===== config.mk =====
export PLATFORM = sky130hd
export DESIGN_NAME = quadrature_detent_counter
export DESIGN_NICKNAME = d
export VERILOG_FILES = /design/src/rtl/qdc_pkg.sv /design/src/rtl/quadrature_detent_counter.sv /design/src/rtl/qdc_fifo.sv /design/src/rtl/qdc_front.sv /design/src/rtl/qdc_back.sv
export SDC_FILE = /design/constraint.sdc
export NUM_CORES = 1
export LEC_CHECK = 0
export BUFFER_PORTS_ARGS = -buffer_cell sky130_fd_sc_hd__buf_2
export CORE_ASPECT_RATIO = 0.5
export CORE_MARGIN = 1.5
export CORE_UTILIZATION = 47
export CTS_BUF_LIST = sky130_fd_sc_hd__clkbuf_8
export DETAILED_ROUTE_END_ITERATION = 8
export PLACE_DENSITY = 0.63
export SLEW_MARGIN = 0
export SYNTH_ARGS = -nofsm -noshare
export SYNTH_HDL_FRONTEND = slang
export SYNTH_HIERARCHICAL = 1
export SYNTH_SLANG_ARGS = --single-unit

===== constraint.sdc =====
create_clock -name i_clk -period 8.54 [get_ports i_clk]
set_input_delay 0.427 -clock i_clk [delete_from_list [all_inputs] [get_ports i_clk]]
set_output_delay 0.427 -clock i_clk [all_outputs]
set_load 0.02 [all_outputs]

===== src/rtl/qdc_pkg.sv =====
// Shared types, constants and the quadrature lookup for the detent counter.
// No dependencies; imported by every module of the block except qdc_fifo.
package qdc_pkg;

    localparam int COUNT_W   = 16;   // width of the detent count and its limits
    localparam int TIME_W    = 32;   // microsecond timestamp width
    localparam int FAST_W    = 8;    // fast step magnitude width
    localparam int CFG_IDX_W = 3;
    localparam int CFG_DATA_W = 32;  // widest register
    localparam int MID_DEPTH_DEF = 2;
    localparam int OUT_DEPTH_DEF = 2;

    // register indexes on the configuration port
    typedef enum logic [CFG_IDX_W-1:0] {
        CFG_ENABLE,
        CFG_MIN_COUNT,
        CFG_MAX_COUNT,
        CFG_PAUSE_US,
        CFG_FAST_STEP
    } t_cfg_idx;

    // detent direction codes
    localparam logic [1:0] MOVED_NONE = 2'd0;
    localparam logic [1:0] MOVED_UP   = 2'd1;
    localparam logic [1:0] MOVED_DOWN = 2'd2;

    // pin pair after reset: both channels high
    localparam logic [1:0] PINS_RESET = 2'b11;

    // {prev_a, prev_b, cur_a, cur_b} -> -1 / 0 / +1
    localparam logic signed [1:0] QUAD_TABLE [16] = '{
        2'sd0,  -2'sd1, 2'sd1,  2'sd0,
        2'sd1,  2'sd0,  2'sd0,  -2'sd1,
        -2'sd1, 2'sd0,  2'sd0,  2'sd1,
        2'sd0,  2'sd1,  -2'sd1, 2'sd0
    };

    typedef struct packed {
        logic              pin_a;
        logic              pin_b;
        logic [TIME_W-1:0] now_us;
    } t_in_beat;

    typedef struct packed {
        logic signed [COUNT_W-1:0] count;
        logic [1:0]                moved;
    } t_out_beat;

    // classified sample handed from front to back
    typedef struct packed {
        logic [1:0] moved;
        logic       fast;
    } t_cls;

    typedef struct packed {
        logic                      enable;
        logic signed [COUNT_W-1:0] min_count;
        logic signed [COUNT_W-1:0] max_count;
        logic [TIME_W-1:0]         pause_us;
        logic [FAST_W-1:0]         fast_step;
    } t_cfg;

endpackage


===== src/rtl/quadrature_detent_counter.sv =====
// Top level of the quadrature detent counter: config registers, front, queues, back.
// Depends on qdc_pkg, qdc_fifo, qdc_front and qdc_back.
//
// Use:
//   Input channel: drive i_sample and raise i_push; the beat is taken at an
//   edge where i_push is high and o_full is low. Each beat is one sample of
//   encoder pins A/B plus a microsecond timestamp.
//   Result channel: while o_empty is low, o_result holds the oldest result
//   (count after the sample, and the detent direction); raising i_pop takes it.
//   Exactly one result beat per input beat, in order.
//   Config: i_cfg_we writes i_cfg_data into register i_cfg_idx at that edge;
//   unknown indexes are dropped. Write only while the block is drained.
// Timing:
//   The front decodes a sample in the cycle it is accepted and writes a
//   classified beat into the middle queue; once that beat heads the middle
//   queue and the output queue has room, the back turns it into a result
//   and pushes it into the output queue, where o_result shows it.
//   Throughput is one beat per cycle while the result queue has room, set by the combinational count update
//   in the back (one add and one limit compare per beat).
// Reset: both queues empty, pins taken as both high, count zero, registers
//   to enable=1, min=0, max=100, pause=20000 us, fast step=10.
// Stall: a held result fills the output queue, then the middle queue;
//   o_full rises only once both are full. Nothing is dropped.
module quadrature_detent_counter
    import qdc_pkg::*;
#(
    parameter int MID_DEPTH = MID_DEPTH_DEF,
    parameter int OUT_DEPTH = OUT_DEPTH_DEF
) (
    input  logic                  i_clk,
    input  logic                  i_rst_n,
    input  logic                  i_push,
    input  t_in_beat              i_sample,
    output logic                  o_full,
    input  logic                  i_pop,
    output t_out_beat             o_result,
    output logic                  o_empty,
    input  logic                  i_cfg_we,
    input  logic [CFG_IDX_W-1:0]  i_cfg_idx,
    input  logic [CFG_DATA_W-1:0] i_cfg_data
);

    localparam int CLS_W = $bits(t_cls);
    localparam int RES_W = $bits(t_out_beat);

    t_cfg r_cfg;

    // config registers, shared by front and back
    always_ff @(posedge i_clk) begin
        if (!i_rst_n) begin
            r_cfg.enable    <= 1'b1;
            r_cfg.min_count <= COUNT_W'(0);
            r_cfg.max_count <= COUNT_W'(100);
            r_cfg.pause_us  <= TIME_W'(20000);
            r_cfg.fast_step <= FAST_W'(10);
        end else if (i_cfg_we) begin
            case (i_cfg_idx)
                CFG_ENABLE:    r_cfg.enable    <= i_cfg_data[0];
                CFG_MIN_COUNT: r_cfg.min_count <= i_cfg_data[COUNT_W-1:0];
                CFG_MAX_COUNT: r_cfg.max_count <= i_cfg_data[COUNT_W-1:0];
                CFG_PAUSE_US:  r_cfg.pause_us  <= i_cfg_data[TIME_W-1:0];
                CFG_FAST_STEP: r_cfg.fast_step <= i_cfg_data[FAST_W-1:0];
                default: begin
                end
            endcase
        end
    end

    logic             in_fire, mid_full, mid_empty, out_full, back_fire;
    t_cls             front_cls, mid_cls;
    logic [CLS_W-1:0] mid_rdata;
    t_out_beat        back_res;
    logic [RES_W-1:0] out_rdata;

    assign in_fire   = i_push && !mid_full;
    assign o_full    = mid_full;
    assign back_fire = !mid_empty && !out_full;
    assign mid_cls   = t_cls'(mid_rdata);
    assign o_result  = t_out_beat'(out_rdata);

    qdc_front u_front (
        .i_clk    (i_clk),
        .i_rst_n  (i_rst_n),
        .i_cfg    (r_cfg),
        .i_valid  (in_fire),
        .i_sample (i_sample),
        .o_cls    (front_cls)
    );

    // decouples decode from the count update
    qdc_fifo #(.WIDTH(CLS_W), .DEPTH(MID_DEPTH)) u_mid_q (
        .i_clk   (i_clk),
        .i_rst_n (i_rst_n),
        .i_push  (in_fire),
        .i_data  (front_cls),
        .o_full  (mid_full),
        .i_pop   (back_fire),
        .o_empty (mid_empty),
        .o_data  (mid_rdata)
    );

    qdc_back u_back (
        .i_clk   (i_clk),
        .i_rst_n (i_rst_n),
        .i_cfg   (r_cfg),
        .i_valid (back_fire),
        .i_cls   (mid_cls),
        .o_res   (back_res)
    );

    // result queue: a stalled receiver does not block the back end at once
    qdc_fifo #(.WIDTH(RES_W), .DEPTH(OUT_DEPTH)) u_out_q (
        .i_clk   (i_clk),
        .i_rst_n (i_rst_n),
        .i_push  (back_fire),
        .i_data  (back_res),
        .o_full  (out_full),
        .i_pop   (i_pop),
        .o_empty (o_empty),
        .o_data  (out_rdata)
    );

endmodule


===== src/rtl/qdc_fifo.sv =====
// Small register FIFO with full/empty flags, first-word fall-through.
// Depends on nothing; DEPTH must be a power of two, at least 2.
module qdc_fifo #(
    parameter int WIDTH = 8,
    parameter int DEPTH = 2
) (
    input  logic             i_clk,
    input  logic             i_rst_n,
    input  logic             i_push,
    input  logic [WIDTH-1:0] i_data,
    output logic             o_full,
    input  logic             i_pop,
    output logic             o_empty,
    output logic [WIDTH-1:0] o_data
);

    localparam int AW = $clog2(DEPTH);
    localparam int CW = $clog2(DEPTH + 1);

    logic [WIDTH-1:0] r_mem [DEPTH];
    logic [AW-1:0]    r_wptr, r_rptr;
    logic [CW-1:0]    r_cnt;
    logic             do_push, do_pop;

    assign o_full  = (r_cnt == CW'(DEPTH));
    assign o_empty = (r_cnt == '0);
    assign do_push = i_push && !o_full;
    assign do_pop  = i_pop && !o_empty;
    assign o_data  = r_mem[r_rptr];

    always_ff @(posedge i_clk) begin
        if (!i_rst_n) begin
            r_wptr <= '0;
            r_rptr <= '0;
            r_cnt  <= '0;
        end else begin
            if (do_push) begin
                r_wptr <= r_wptr + AW'(1);
            end
            if (do_pop) begin
                r_rptr <= r_rptr + AW'(1);
            end
            if (do_push && !do_pop) begin
                r_cnt <= r_cnt + CW'(1);
            end else if (do_pop && !do_push) begin
                r_cnt <= r_cnt - CW'(1);
            end
        end
    end

    always_ff @(posedge i_clk) begin
        if (do_push) begin
            r_mem[r_wptr] <= i_data;
        end
    end

endmodule


===== src/rtl/qdc_front.sv =====
// Front end: quadrature decode, step accumulation and fast-turn timing.
// Depends on qdc_pkg; emits one classified beat per accepted sample.
module qdc_front
    import qdc_pkg::*;
(
    input  logic     i_clk,
    input  logic     i_rst_n,
    input  t_cfg     i_cfg,
    input  logic     i_valid,
    input  t_in_beat i_sample,
    output t_cls     o_cls
);

    logic [1:0]        r_prev_pins;
    logic signed [3:0] r_accum;
    logic [TIME_W-1:0] r_last_up, r_last_down;

    logic [1:0]        cur_pins;
    logic signed [1:0] delta;
    logic signed [3:0] acc_sum;
    logic [TIME_W-1:0] elapsed_up, elapsed_down;
    logic              hit_up, hit_down;

    assign cur_pins     = {i_sample.pin_a, i_sample.pin_b};
    assign delta        = QUAD_TABLE[{r_prev_pins, cur_pins}];
    assign acc_sum      = r_accum + {{2{delta[1]}}, delta};
    assign hit_up       = (acc_sum > 4'sd3);
    assign hit_down     = (acc_sum < -4'sd3);
    // wraps modulo 2^32 on its own
    assign elapsed_up   = i_sample.now_us - r_last_up;
    assign elapsed_down = i_sample.now_us - r_last_down;

    always_comb begin
        o_cls = '{moved: MOVED_NONE, fast: 1'b0};
        if (i_cfg.enable) begin
            if (hit_up) begin
                o_cls.moved = MOVED_UP;
                o_cls.fast  = (elapsed_up < i_cfg.pause_us);
            end else if (hit_down) begin
                o_cls.moved = MOVED_DOWN;
                o_cls.fast  = (elapsed_down < i_cfg.pause_us);
            end
        end
    end

    always_ff @(posedge i_clk) begin
        if (!i_rst_n) begin
            r_prev_pins <= PINS_RESET;
            r_accum     <= '0;
            r_last_up   <= '0;
            r_last_down <= '0;
        end else if (i_valid && i_cfg.enable) begin
            r_prev_pins <= cur_pins;
            if (hit_up) begin
                r_accum   <= '0;
                r_last_up <= i_sample.now_us;
            end else if (hit_down) begin
                r_accum     <= '0;
                r_last_down <= i_sample.now_us;
            end else begin
                r_accum <= acc_sum;
            end
        end
    end

endmodule


===== src/rtl/qdc_back.sv =====
// Back end: applies detent steps to the count with wrap at the limits.
// Depends on qdc_pkg; one result beat per classified beat.
module qdc_back
    import qdc_pkg::*;
(
    input  logic      i_clk,
    input  logic      i_rst_n,
    input  t_cfg      i_cfg,
    input  logic      i_valid,
    input  t_cls      i_cls,
    output t_out_beat o_res
);

    // two guard bits hold count + 255 for count widths of 8 bits or more
    localparam int XW = COUNT_W + 2;

    logic signed [COUNT_W-1:0] r_count;
    logic signed [COUNT_W-1:0] n_count;
    logic signed [XW-1:0]      count_x, step_x, min_x, max_x, sum_up, sum_dn;

    assign count_x = {{2{r_count[COUNT_W-1]}}, r_count};
    assign min_x   = {{2{i_cfg.min_count[COUNT_W-1]}}, i_cfg.min_count};
    assign max_x   = {{2{i_cfg.max_count[COUNT_W-1]}}, i_cfg.max_count};
    assign step_x  = i_cls.fast ? {{(XW-FAST_W){1'b0}}, i_cfg.fast_step} : XW'(1);
    assign sum_up  = count_x + step_x;
    assign sum_dn  = count_x - step_x;

    always_comb begin
        n_count = r_count;
        case (i_cls.moved)
            MOVED_UP: begin
                n_count = (sum_up > max_x) ? i_cfg.min_count : sum_up[COUNT_W-1:0];
            end
            MOVED_DOWN: begin
                n_count = (sum_dn < min_x) ? i_cfg.max_count : sum_dn[COUNT_W-1:0];
            end
            default: begin
                n_count = r_count;
            end
        endcase
    end

    assign o_res = '{count: n_count, moved: i_cls.moved};

    always_ff @(posedge i_clk) begin
        if (!i_rst_n) begin
            r_count <= '0;
        end else if (i_valid) begin
            r_count <= n_count;
        end
    end

endmodule


==> results.yml <==
synthesis:
  synth_top_family_by_area: "compound AO/OA/AOI/OAI gates"
  syn_area_per_cell_sq_um: 8.76
  ys.flop_type: "dfxtp_1"
  syn-num-nets: 2065
  yosys_warnings: 6
  synth_compound_area_share_pct: 17.7
  synth_adder_area_share_pct: 15.4
  yosys.area.top_type_share_pct: 21.4
  netlist_area_sq_um: 15800
  synthTopCellsByArea: "dfxtp_1 21%, ha_1 15%, edfxtp_1 8.0%"
  ys_seq_elements: 211
  synthCells: 1800
  synth_area_leader_cell: "dfxtp_1"
  synth-seq-area-share_pct: 29.4
  yosys-mux-area-fraction_pct: 9.65
  synthDistinctLibCells: 91
  synthSimpleGateAreaFrac_pct: 16.2
  synth_xor_area_share_pct: 5.09
  synth_edf_count: 42
  async_flop_share_pct: 0
timing:
  whs_ns: 0.103
  clock_skew_ns: 0.0292
  hold_viol_final: 0
  setup_violations: 0
  report.final.slew_viol_count: 0
  post-route-period-util_pct: 64.3
  worst_pin_slew_ns: 1.04
  min_period_ns: 5.49
  relSlewSlack_pct: 30.9
  clock.fmax_mhz: 182
  setup_tns_ns: 0
  rsz0062_at_grt: "no"
clock_network:
  postCtsSetupBuffers: 0
  clockBufferDepth: 3
  cts_tree: "done"
  h-tree-depth: 2
  cts_hold_buf: 0
  numCtsBuffers: 35
  insertion_delay_ns: 0.58
  ctsResizeCount: 0
  clockRootBuffer: "clkbuf_8"
  clk_pin_slew_ns: 0.07
  cts_sinks: 211
worst_setup_path:
  arrival_ns: 5.78
  crit_path_end_kind: "flop"
  r2r_cells: 19
  r2r-end: "u_out_q/r_mem[1][6]$_DFFE_PP_"
  path_cells: "mux2_2 > nand2b_1 > ha_1 > fa_1 > nor2b_4 > o31a_1 > o41ai_4 > a21boi_1 > or2_2 > ha_1 > and4_4 > a21oi_1 > o211ai_1 > a21oi_2 > mux2i_2 > buf_4 > mux2_2 > a22oi_1 > a21oi_1"
  crit_buf_inv: 1
  cp_top_family: "compound AO/OA/AOI/OAI gates"
  cpMaxStageDelayCell: "mux2i_2"
  cp-start-kind: "flop"
  path_class: "flop to flop"
  r2r_slack_ns: 3.05
  required_ns: 8.83
  slowest_delay_ns: 0.57
  cp_max_fo: 13
floorplan:
  dieWidth_um: 262
  die_h_um: 133
  core-area_sq_um: 33000
  start_util_pct: 47.7
  ios: 94
  rows: 47
  dieArea_sq_um: 34700
route:
  routed_wl_mm: 37.6
  drcViolationCount: 0
  viasPerCell: 5.31
  routedWlPerCell_um: 16.1
  first_pass_iters: 5
  antenna_left: 0
  vias: 12400
  drt_iter0_drc: 754
min_path:
  hp-class: "primary input to flop"
  min-delay-start: "i_cfg_data[31]"
  worstHoldEndpoint: "r_cfg[39]$_SDFFE_PN0P_"
  holdPathStages: 3
placed_design:
  dp.cells: 2272
  gp_congestion: 0.876
  port-buffer-count: 93
  place_area_sq_um: 16400
  dp_hpwl_mm: 28.7
run:
  cap_violations: 0
global_routing:
  grt_pass1_wl_mm: 61.0
  track_usage_pct: 21.8
  grt_pass1_vias: 11600
  antenna_found_initial: 1
  grt_max_degree: 115
  gr-total-overflow: 0
power_and_ir_drop:
  leakagePower_uw: 0.00704
  power.density_nw_per_um2: 314
  peakVddDrop_mv: 0.201
cells_and_area:
  fin_util_pct: 52.1
  final_common_cell: "nand2_1"
  most-common-layout-cells: "233 x nand2_1, 186 x ha_1, 169 x inv_1, 169 x dfxtp_1, 108 x mux2i_1"
  area_delta_synth_final_pct: 9.22
  final_cells: 2336
  design_area_sq_um: 17200
  num-nets-final: 2133
  drive_gt1_share_pct: 12.6
status:
  status: "finished clean"
[per-stage QoR]
| stage | total power, uW | worst slack [ns] |
|---|---|---|
| 6_report | 5410 | 3.05 |
| 4_1_cts | 5450 | 3.04 |
| 3_3_place_gp | 4390 | 3.16 |
| 5_1_grt | 5860 | 2.71 |
| 3_5_place_dp | 4430 | 3.07 |
| 2_1_floorplan | 3830 | 3.81 |
[flip-flops by register name, indices dropped and copies added, names as in the netlist, named ones only]
| signal | count |
|---|---|
| u_mid_q/r_rptr | 1 |
| u_front/r_last_up | 32 |
| u_front/r_prev_pins | 2 |
| u_mid_q/r_mem | 6 |
| u_back/r_count | 16 |
| u_front/r_accum | 4 |
| r_cfg | 73 |
| u_mid_q/r_wptr | 1 |
| u_out_q/r_wptr | 1 |
| u_out_q/r_cnt | 2 |
| u_front/r_last_down | 32 |
| u_out_q/r_rptr | 1 |
| u_mid_q/r_cnt | 2 |
| u_out_q/r_mem | 36 |
[cells in the mapped netlist, types with 33 or more instances]
cell	number
inv_1	164
xnor2_1	57
a21o_1	40
ha_1	186
nand2_1	233
o21ai_0	58
edfxtp_1	42
dfxtp_1	169
mux2i_1	108
a21oi_1	91
nor2b_1	71
nor2_1	90
a21boi_1	33
[worst max-delay path by stage]
stage / slack [ns] / startpoint / end / cells after the start
floorplan: 3.81 / flop / u_out_q/r_mem[0][14]$_DFFE_PP_ / 20
global placement: 3.16 / flop / u_out_q/r_mem[0][6]$_DFFE_PP_ / 19
detailed placement: 3.07 / flop / u_out_q/r_mem[1][6]$_DFFE_PP_ / 19
CTS: 3.04 / flop / u_out_q/r_mem[0][6]$_DFFE_PP_ / 19
global route: 2.71 / flop / u_out_q/r_mem[0][7]$_DFFE_PP_ / 19
finish: 3.05 / flop / u_out_q/r_mem[1][6]$_DFFE_PP_ / 19
[layout make-up]
type	instances	area [sq um]
Clock buffer	50	688
Fill cell	3173	15800
Antenna cell	1	2.50
Sequential cell	211	4640
Multi-Input combinational cell	1353	10100
Inverter	166	623
Clock inverter	13	91.3
Tap cell	441	552
Timing Repair Buffer	101	532
[cells by family after synthesis]
family | Yosys count
XOR/XNOR | 90
AND/OR/NAND/NOR | 529
AO/OA/AOI/OAI | 397
flip-flops | 211
multiplexers | 146
adder cells (fa/ha/maj) | 191
buffers and inverters | 236
[where the power goes]
group | internal [uW] | switching [uW] | total [uW]
logic | 1290 | 1750 | 3050
clock network | 552 | 437 | 989
registers | 1260 | 113 | 1380
total | 3110 | 2300 | 5410
[tightest hold or removal path: cells and delay by family]
family                 cells  cell delay, ns
buffers and inverters      1            0.10
multiplexers               1            0.05
AND/OR/NAND/NOR            1            0.05
[metal layers]
metal  share of wire (%)  global-route usage (%)
met2                  42                    33.0
met5                   0                       0
met1                  51                    32.0
met3                 4.5                    3.52
met4                 2.0                    5.24
No activity file was read; power rests on OpenSTA's default activity.
